--- config.mk ---
export PLATFORM = sky130hd
export DESIGN_NAME = solenoid_valve_pulse_relief_controller_core
export DESIGN_NICKNAME = d
export VERILOG_FILES = /design/src/svprc_pkg.sv /design/src/solenoid_valve_pulse_relief_controller_core.sv
export SDC_FILE = /design/constraint.sdc
export NUM_CORES = 1
export LEC_CHECK = 0
export BUFFER_PORTS_ARGS = -buffer_cell sky130_fd_sc_hd__buf_2
export CELL_PAD_IN_SITES_DETAIL_PLACEMENT = 1
export CELL_PAD_IN_SITES_GLOBAL_PLACEMENT = 1
export CORE_UTILIZATION = 23
export CTS_BUF_LIST = sky130_fd_sc_hd__clkbuf_2
export CTS_CLUSTER_SIZE = 10
export DETAILED_ROUTE_END_ITERATION = 7
export PLACE_DENSITY = 0.47
export RECOVER_POWER = 50
export SYNTH_ARGS = -nofsm -noshare
export SYNTH_HDL_FRONTEND = slang
export SYNTH_SLANG_ARGS = --single-unit
export TNS_END_PERCENT = 30
--- constraint.sdc ---
create_clock -name i_clk -period 8.1 [get_ports i_clk]
set_input_delay 2.025 -clock i_clk [delete_from_list [all_inputs] [get_ports i_clk]]
set_output_delay 2.025 -clock i_clk [all_outputs]
set_load 0.005 [all_outputs]
--- src/svprc_pkg.sv ---
// Types, register indexes and codes for the solenoid valve controller.
// No dependencies.
package svprc_pkg;

    localparam int unsigned TIME_W   = 16;
    localparam int unsigned CFG_IDX_W = 3;

    localparam logic [CFG_IDX_W-1:0] CFG_NORMALLY_OPEN  = 3'd0;
    localparam logic [CFG_IDX_W-1:0] CFG_SPECIAL_VALVE  = 3'd1;
    localparam logic [CFG_IDX_W-1:0] CFG_PULSE_TIME     = 3'd2;
    localparam logic [CFG_IDX_W-1:0] CFG_MAX_POWER_TIME = 3'd3;
    localparam logic [CFG_IDX_W-1:0] CFG_RELIEF_TIME    = 3'd4;

    localparam logic [TIME_W-1:0] PULSE_TIME_RST     = 16'd1000;
    localparam logic [TIME_W-1:0] MAX_POWER_TIME_RST = 16'd1000;
    localparam logic [TIME_W-1:0] RELIEF_TIME_RST    = 16'd100;

    localparam logic [2:0] ACT_NONE  = 3'd0;
    localparam logic [2:0] ACT_CLOSE = 3'd1;
    localparam logic [2:0] ACT_OPEN  = 3'd2;
    localparam logic [2:0] ACT_PULSE = 3'd3;

    localparam logic [1:0] MODE_NONE  = 2'd0;
    localparam logic [1:0] MODE_CLOSE = 2'd1;
    localparam logic [1:0] MODE_OPEN  = 2'd2;
    localparam logic [1:0] MODE_PULSE = 2'd3;

    localparam logic CMD_TICK = 1'b0;

    typedef struct packed {
        logic       command;
        logic [2:0] action;
    } t_in;

    typedef struct packed {
        logic       drive_level;
        logic       valve_open;
        logic [1:0] mode;
        logic       relieving;
        logic       error_flag;
    } t_out;

endpackage

--- src/solenoid_valve_pulse_relief_controller_core.sv ---
// Solenoid valve controller: pulse timing and hold relief, one beat per cycle unless the output stalls.
// Depends on svprc_pkg.
//
// Usage:
//  - Input channel (i_valid/o_ready/i_data): each beat is a 1 ms tick
//    (command 0) or an actuation request (command 1, action code).
//  - Output channel (o_valid/i_ready/o_data): one result beat per input
//    beat, in order, giving the valve state after that input.
//  - Config port (i_cfg_we/i_cfg_idx/i_cfg_data): single-cycle writes,
//    indexes 0..4; write only while no beat is in flight.
//  - Path: the beat lands in the input register, and the updated state is
//    loaded into the result register once the result register can advance.
//  - Throughput: 1 beat per cycle while the output is not stalled; the state
//    update is one short pass of logic (increment plus three 16-bit compares).
//  - Reset: clears both pipeline stages, the valve state and the error
//    flag, and restores the config defaults.
//  - Output stall: the result register holds; one more beat is taken into
//    the input register, then o_ready drops until the result is taken.
module solenoid_valve_pulse_relief_controller_core (
    input  logic                                i_clk,
    input  logic                                i_rst_n,
    input  logic                                i_valid,
    output logic                                o_ready,
    input  svprc_pkg::t_in                      i_data,
    output logic                                o_valid,
    input  logic                                i_ready,
    output svprc_pkg::t_out                     o_data,
    input  logic                                i_cfg_we,
    input  logic [svprc_pkg::CFG_IDX_W-1:0]     i_cfg_idx,
    input  logic [svprc_pkg::TIME_W-1:0]        i_cfg_data
);

    localparam logic [svprc_pkg::TIME_W-1:0] TIME_MAX = '1;
    localparam logic [svprc_pkg::TIME_W-1:0] TIME_ONE = {{(svprc_pkg::TIME_W-1){1'b0}}, 1'b1};

    // config
    logic                        r_normally_open;
    logic                        r_special_valve;
    logic [svprc_pkg::TIME_W-1:0] r_pulse_time;
    logic [svprc_pkg::TIME_W-1:0] r_max_power_time;
    logic [svprc_pkg::TIME_W-1:0] r_relief_time;

    // valve state
    logic                        r_drive, n_drive;
    logic [svprc_pkg::TIME_W-1:0] r_elapsed, n_elapsed;
    logic                        r_relief, n_relief;
    logic [1:0]                  r_mode, n_mode;
    logic                        r_error, n_error;

    // pipeline
    logic            r_in_valid;
    svprc_pkg::t_in  r_in;
    logic            r_out_valid;
    svprc_pkg::t_out r_out;

    logic advance;
    logic open_lvl;
    logic close_lvl;

    assign advance   = !r_out_valid || i_ready;
    assign o_ready   = !r_in_valid || advance;
    assign o_valid   = r_out_valid;
    assign o_data    = r_out;
    assign open_lvl  = !r_normally_open;
    assign close_lvl = r_normally_open;

    always_ff @(posedge i_clk) begin
        if (!i_rst_n) begin
            r_normally_open  <= 1'b0;
            r_special_valve  <= 1'b0;
            r_pulse_time     <= svprc_pkg::PULSE_TIME_RST;
            r_max_power_time <= svprc_pkg::MAX_POWER_TIME_RST;
            r_relief_time    <= svprc_pkg::RELIEF_TIME_RST;
        end else if (i_cfg_we) begin
            case (i_cfg_idx)
                svprc_pkg::CFG_NORMALLY_OPEN:  r_normally_open  <= i_cfg_data[0];
                svprc_pkg::CFG_SPECIAL_VALVE:  r_special_valve  <= i_cfg_data[0];
                svprc_pkg::CFG_PULSE_TIME:     r_pulse_time     <= i_cfg_data;
                svprc_pkg::CFG_MAX_POWER_TIME: r_max_power_time <= i_cfg_data;
                svprc_pkg::CFG_RELIEF_TIME:    r_relief_time    <= i_cfg_data;
                default: ;
            endcase
        end
    end

    always_comb begin
        n_drive   = r_drive;
        n_elapsed = r_elapsed;
        n_relief  = r_relief;
        n_mode    = r_mode;
        n_error   = r_error;
        if (r_in.command != svprc_pkg::CMD_TICK) begin
            case (r_in.action)
                svprc_pkg::ACT_NONE: begin
                    n_mode = svprc_pkg::MODE_NONE;
                end
                svprc_pkg::ACT_CLOSE: begin
                    n_drive   = close_lvl;
                    n_elapsed = '0;
                    n_relief  = 1'b0;
                    n_mode    = svprc_pkg::MODE_CLOSE;
                end
                svprc_pkg::ACT_OPEN: begin
                    n_drive   = open_lvl;
                    n_elapsed = '0;
                    n_relief  = 1'b0;
                    n_mode    = svprc_pkg::MODE_OPEN;
                end
                svprc_pkg::ACT_PULSE: begin
                    // relief flag deliberately left alone
                    n_drive   = open_lvl;
                    n_elapsed = '0;
                    n_mode    = svprc_pkg::MODE_PULSE;
                end
                default: begin
                    n_error = 1'b1;
                end
            endcase
        end else begin
            if (r_elapsed != TIME_MAX) begin
                n_elapsed = r_elapsed + TIME_ONE;
            end
            // pulse check first, relief check sees its outcome
            if (r_mode == svprc_pkg::MODE_PULSE && n_elapsed >= r_pulse_time) begin
                n_drive   = close_lvl;
                n_elapsed = '0;
                n_relief  = 1'b0;
                n_mode    = svprc_pkg::MODE_NONE;
            end
            if (r_special_valve) begin
                if (n_drive) begin
                    if (n_elapsed >= r_max_power_time) begin
                        n_drive   = 1'b0;
                        n_elapsed = '0;
                        n_relief  = 1'b1;
                    end
                end else if (n_relief && n_elapsed >= r_relief_time) begin
                    n_drive   = 1'b1;
                    n_elapsed = '0;
                    n_relief  = 1'b0;
                end
            end
        end
    end

    always_ff @(posedge i_clk) begin
        if (!i_rst_n) begin
            r_in_valid  <= 1'b0;
            r_out_valid <= 1'b0;
            r_drive     <= 1'b0;
            r_elapsed   <= '0;
            r_relief    <= 1'b0;
            r_mode      <= svprc_pkg::MODE_NONE;
            r_error     <= 1'b0;
        end else begin
            if (o_ready) begin
                r_in_valid <= i_valid;
            end
            if (advance) begin
                r_out_valid <= r_in_valid;
            end
            if (advance && r_in_valid) begin
                r_drive   <= n_drive;
                r_elapsed <= n_elapsed;
                r_relief  <= n_relief;
                r_mode    <= n_mode;
                r_error   <= n_error;
            end
        end
    end

    always_ff @(posedge i_clk) begin
        if (o_ready && i_valid) begin
            r_in <= i_data;
        end
        if (advance && r_in_valid) begin
            r_out.drive_level <= n_drive;
            r_out.valve_open  <= (n_drive == open_lvl);
            r_out.mode        <= n_mode;
            r_out.relieving   <= n_relief;
            r_out.error_flag  <= n_error;
        end
    end

endmodule

==> results of run 1 <==
layout by cell type (no fill, tap or decap), drive strengths merged, types with 3 or more instances in the layout:
cell / count
a2111oi: 3
a211o: 4
a211oi: 5
a21o: 5
a21oi: 61
a2bb2oi: 3
a31oi: 3
and2: 4
and3: 10
buf: 33
clkbuf: 14
clkinvlp: 3
dfxtp: 73
edfxtp: 10
ha: 49
inv: 63
nand2: 119
nand2b: 10
nand3: 18
nand3b: 4
nand4: 7
nor2: 32
nor2b: 6
nor3: 3
o211ai: 17
o21a: 3
o21ai: 23
o21bai: 3
xnor2: 3
xor2: 8
registers in the layout, summed over array words and instances, names as in the netlist, 2 cells and up:
signal	cells
r_elapsed	16
r_max_power_time	16
r_pulse_time	16
r_relief_time	16
o_data	6
r_in	4
r_mode	2
logic make-up after synthesis:
kind of cell               synth area share, %
and+or+nand+nor                           22.1
AOI/OAI and AO/OA                         18.4
buffers and inverters                     6.90
DFF                                       37.2
adders and majority gates                 13.0
xor gates and xnor gates                  2.04
muxes                                    0.423
worst max-delay path, cell delays in order (launching register included):
cell       delay (ps)
dfxtp_1           530
ha_1              230
and3_1            190
and2_1            220
nand3_1           390
and2_1            390
nand3_1           120
xor2_1            260
inv_1              80
ha_1              270
nand2_1            60
nor4_1            360
a2111oi_2         120
o41ai_4           320
buf_4             310
nor2_1            140
ha_1              320
a211oi_1          260
nor2_1             70
or3_1             340
a211oi_1          490
nor2_1            160
or4b_4            630
nor3_1            200
a211o_1           130
final timing paths:
check                                                      to  cells past startpoint
worst min-delay path            r_relief_time[3]$_SDFFE_PN0P_                      2
worst max-delay path                r_elapsed[3]$_SDFFE_PN0P_                     24
worst min register to register  r_relief_time[3]$_SDFFE_PN0P_                      2
worst max register to register      r_elapsed[3]$_SDFFE_PN0P_                     24
report_power, final:
part / internal, mW / leakage (nW) / switching [mW] / total, mW
sequential: 0.429 / 0.689 / 0.00711 / 0.436
combinational: 0.0233 / 1.54 / 0.0421 / 0.0653
clock: 0.103 / 0.0747 / 0.168 / 0.271
total: 0.555 / 2.30 / 0.217 / 0.772
stage by stage:
| step | util [%] | worst slack, ps | power (mW) |
|---|---|---|---|
| 2_1_floorplan | - | 2320 | 0.482 |
| 6_report | 26.4 | 1510 | 0.772 |
| 3_5_place_dp | 25.7 | 1490 | 0.511 |
| 3_3_place_gp | 25.7 | 1690 | 0.510 |
| 5_1_grt | 26.4 | 891 | 0.814 |
| 4_1_cts | 26.4 | 1400 | 0.791 |
final cells by class:
class | instances | area [um2] | share of cell area [%]
clock buffer | 9 | 45.0 | 0.846
clock inverter | 7 | 100 | 1.88
sequential | 83 | 1760 | 33.1
antenna | 1 | 2.50 | 0.0470
inverter | 63 | 236 | 4.44
timing repair buffer | 38 | 186 | 3.50
tap | 270 | 338 | 6.34
multi-input combinational | 425 | 2660 | 49.9
per-layer routing:
metal / global-route usage [%] / up-vias
met4: 4.47 / 0
li1: - / 2082
met1: 17.2 / 1950
met5: 0 / -
met2: 24.5 / 43
met3: 2.70 / 13
==> impl_metrics.toml, run 1 <==
[setup_path]
crit_type = "flop to flop"
r2r-start = "r_elapsed[0]$_SDFFE_PN0P_"
start_kind = "flop"
worstSetupEndpointType = "flop"
critPathMaxFanout = 24
required_ps = 8670
critPathLaunch = "r_elapsed[0]$_SDFFE_PN0P_"
r2r_slack_ps = 1510
crit_arrival_ps = 7160

[grt]
grt_pass1_wl_um = 22800
grt_pass1_vias = 4243
antenna_found_initial = 1
gr-total-overflow = 0
grt_max_degree = 49
track_usage_pct = 14.0

[layout]
syn_to_final_growth_pct = 12.5
drive_above_1_share_pct = 9.60
postLayoutCellArea_um2 = 5330
nets = 697
n_fill_cell = 2462
finalNonFillerCells = 896

[sta]
relSlewSlack_pct = -58.8
tns_ps = 0
final.setup_skew_ps = 26.5
finalCritPeriodShare_pct = 81.4
finalHoldViolCount = 0
max_freq_ghz = 0.152
tightest_slew_ps = 2380
finalSetupViolCount = 0
slew_violations = 49
fin_crit_ps = 6590
fin_hold_ws_ps = 472
grt_setup_unrepaired = "false"

[yosys]
synth-warning-count = 0
yosys.area.top_type = "dfxtp_1"
syn_nets = 670
synth_most_common_cell = "nand2_1"
avgSynthCellArea_um2 = 7.98
synth_cell_types = 53
seq_area_frac_synth_pct = 37.2
synthTopCellsByArea = "dfxtp_1 31%, ha_1 13%, nand2_1 9.4%"
postSynthCellCount = 593
async_flop_share_pct = 0
synth_ff_type = "dfxtp_1"
synthesis.area_um2 = 4730
synth_common_cells = "119 x nand2_1, 73 x dfxtp_1, 62 x inv_1, 60 x a21oi_1, 49 x ha_1"
synth-seq-cells = 83
synth.top_cell.area_share_pct = 30.9
synth_edf_count = 10

[clock_tree]
cts_max_level = 3
clkTransAtPathRegs_ps = 260
cts_sinks = 83
worstSkewPairLatency_ps = 590
post_cts_buffers = 0
cts_resized = 0
cts_tree = "done"
clk_path_buf_depth = 2
numCtsBuffers = 9
cts_root_buffer = "clkbuf_2"
cts_hold_buf = 0

[min_path]
hp-class = "flop to flop"
hp-start = "r_relief_time[3]$_SDFFE_PN0P_"

[floorplan]
start_util_pct = 23.5
rows = 52
core_um2 = 20200
chipHeight_um = 145
die-area_um2 = 21200
ios = 36
die_w_um = 145

[run_status]
violations = "capacitance limit, slew limit"
status = "finished with violations"

[placement]
dp_hpwl_um = 11100
placed_cells = 879
placed_area_um2 = 5190
port_buffers = 35
finalWeightedCongestion = 0.768

[detailed_routing]
ant_nets = 0
dr.first_iter.drc_count = 137
drt_pre_antenna_iters = 4
drt_drc_violations_left = 0
wl_met1_um = 6700
routed-wl-met3_um = 360
viasPerCell = 4.56
highest_layer = "met4"
drt-total-wl_um = 14300
dr_wl_met2_um = 7050
vias = 4088
wl_per_cell_um = 16.0

[power_and_ir_drop]
vdd_drop_max_v = 0.0000623
p_leak_nw = 2.30
cellPowerDensity_nw_per_um2 = 145

[run]
drv_cap = 1
Power figures use the tool's default switching activity.
==> inputs of run 2 (changes only) <==
PLACE_DENSITY = 0.49   (was 0.47)
clock period = 5.9 ns   (was 8.1 ns; I/O delays follow)
==> run 2 against run 1 <==
The flow now finishes without violations; setup slack lost 1300 ps; clock skew is 37 ps higher; highest routed layer unchanged; critical path type unchanged; combinational power up 46%; worst hold slack better by 0.76 ps.
==> impl_metrics.toml, run 2 (synthesized netlist as in run 1, its figures left out) <==
[setup_path]
crit_type = "flop to flop"
start_kind = "flop"
slowest_delay_ps = 480
cpMaxStageDelayCell = "or3b_1"
worstSetupEndpointType = "flop"
critPathLaunch = "r_elapsed[6]$_SDFFE_PN0P_"
critPathMaxFanout = 13
crit_family = "simple AND/OR/NAND/NOR gates"
crit_arrival_ps = 6190
crit_chain = "and3_1, and4_1, and2_4, nand3_4, buf_8, xnor2_2, ha_1, nand2b_4, a2111oi_4, nor4_4, a2111oi_4, o41ai_4, buf_6, or2_2, ha_1, nand2b_1, a211oi_2, o211ai_1, a211o_1, a31oi_2, or3b_1, nor4b_2, a211o_1"
required_ps = 6450
r2r-start = "r_elapsed[6]$_SDFFE_PN0P_"
cp.buffers_inverters = 2

[floorplan]
core_um2 = 20200
ios = 36
die-area_um2 = 21200
chipHeight_um = 145
die_w_um = 145
rows = 52
start_util_pct = 23.5

[grt]
grt_pass1_vias = 4375
track_usage_pct = 14.2
grt_pass1_wl_um = 23400
gr-total-overflow = 0
antenna_found_initial = 1
grt_max_degree = 48

[clock_tree]
cts_tree = "done"
worstSkewPairLatency_ps = 610
cts_max_level = 3
cts_sinks = 83
clkTransAtPathRegs_ps = 290
cts_root_buffer = "clkbuf_2"
cts_hold_buf = 0
numCtsBuffers = 9
clk_path_buf_depth = 2

[run]
drv_cap = 0

[sta]
fin_ws_ps = 259
tightest_slew_ps = 1160
finalSetupViolCount = 0
relSlewSlack_pct = 22.7
max_freq_ghz = 0.177
finalCritPeriodShare_pct = 95.6
finalHoldViolCount = 0
final.setup_skew_ps = 63.5
fin_crit_ps = 5640
slew_violations = 0
fin_hold_ws_ps = 473
grt_setup_unrepaired = "true"

[layout]
layout_commonest_cell = "nand2_1"
nets = 724
multiInputGateArea_um2 = 2770
layout_common_cells = "119 x nand2_1, 66 x dfxtp_1, 62 x inv_1, 60 x a21oi_1, 49 x ha_1"
final_util_pct = 28.1
finalNonFillerCells = 924
syn_to_final_growth_pct = 19.6
n_fill_cell = 2449
drive_above_1_share_pct = 16.4
register_area_um2 = 1770

[min_path]
hp-start = "r_max_power_time[13]$_SDFFE_PN0P_"
hp-class = "flop to flop"

[detailed_routing]
viasPerCell = 4.49
ant_nets = 0
dr.first_iter.drc_count = 91
drt-total-wl_um = 14500
wl_per_cell_um = 15.7
drt_pre_antenna_iters = 4
vias = 4152
drt_drc_violations_left = 0

[run_status]
status = "finished, final reports clean"

[power_and_ir_drop]
cellPowerDensity_nw_per_um2 = 187
vdd_drop_max_v = 0.0000687
p_leak_nw = 2.47
power_mw = 1.06

[placement]
finalWeightedCongestion = 0.788
placed_cells = 898
port_buffers = 35
pre_cts_ws_ps = -47.6
dp_hpwl_um = 11300
run 2: cell types whose count changed in the layout (fill, tap and decap cells not counted), sizes merged:
cell	before	now
clkinvlp	3	1
diode	1	2
clkinv	2	3
buf	33	61
run 2: worst register-to-register path, stage by stage (launching register included):
cell and delay, ps:
dfxtp_2 400, and3_1 190, and4_1 240, and2_4 170
nand3_4 110, buf_8 170, xnor2_2 180, ha_1 260
nand2b_4 150, a2111oi_4 420, nor4_4 90, a2111oi_4 400
o41ai_4 140, buf_6 180, or2_2 320, ha_1 270
nand2b_1 150, a211oi_2 210, o211ai_1 120, a211o_1 380
a31oi_2 200, or3b_1 480, nor4b_2 240, a211o_1 130
run 2: worst paths after layout:
| check | end | slack, ps | cells past startpoint |
|---|---|---|---|
| max | r_elapsed[0]$_SDFFE_PN0P_ | 260 | 23 |
| min | r_max_power_time[13]$_SDFFE_PN0P_ | 470 | 2 |
| max reg2reg | r_elapsed[0]$_SDFFE_PN0P_ | 260 | 23 |
| min reg2reg | r_max_power_time[13]$_SDFFE_PN0P_ | 470 | 2 |
run 2: through the flow:
step	cell area (um2)	setup TNS [ps]
after floorplan	4730	0
after global placement	5330	0
after detailed placement	5330	-164
after CTS	5470	0
after global routing	5660	-76.8
final	5660	0
run 2: layout make-up:
class	instances	share of cell area, %
inverters	63	4.18
flip-flops and latches	83	31.3
clock inverters	6	1.57
diodes	2	0.0884
multi-input cells	425	48.9
well taps	270	5.97
clock buffers	10	0.884
repair buffers	65	7.14
run 2: what timing repair did:
item	4_1_cts	5_1_grt
setup buffers	0	8
setup endpoints to repair	17	21
pin swaps	1	6
gates resized for setup	0	29
run 2: metal layers:
metal  up-vias  global-route usage [%]  share of wire, %
met4         0                    3.32               1.0
met3        12                    2.54               2.1
li1       2137                       -                 -
met2        33                    25.2                49
met1      1970                    17.8                47
met5         -                       0                 0
run 2: power by group:
group,switching (mW),leakage [nW],total (mW),internal (mW)
clock network,0.224,0.0838,0.367,0.143
logic,0.0597,1.69,0.0953,0.0356
registers,0.00926,0.693,0.597,0.588
total,0.293,2.47,1.06,0.767
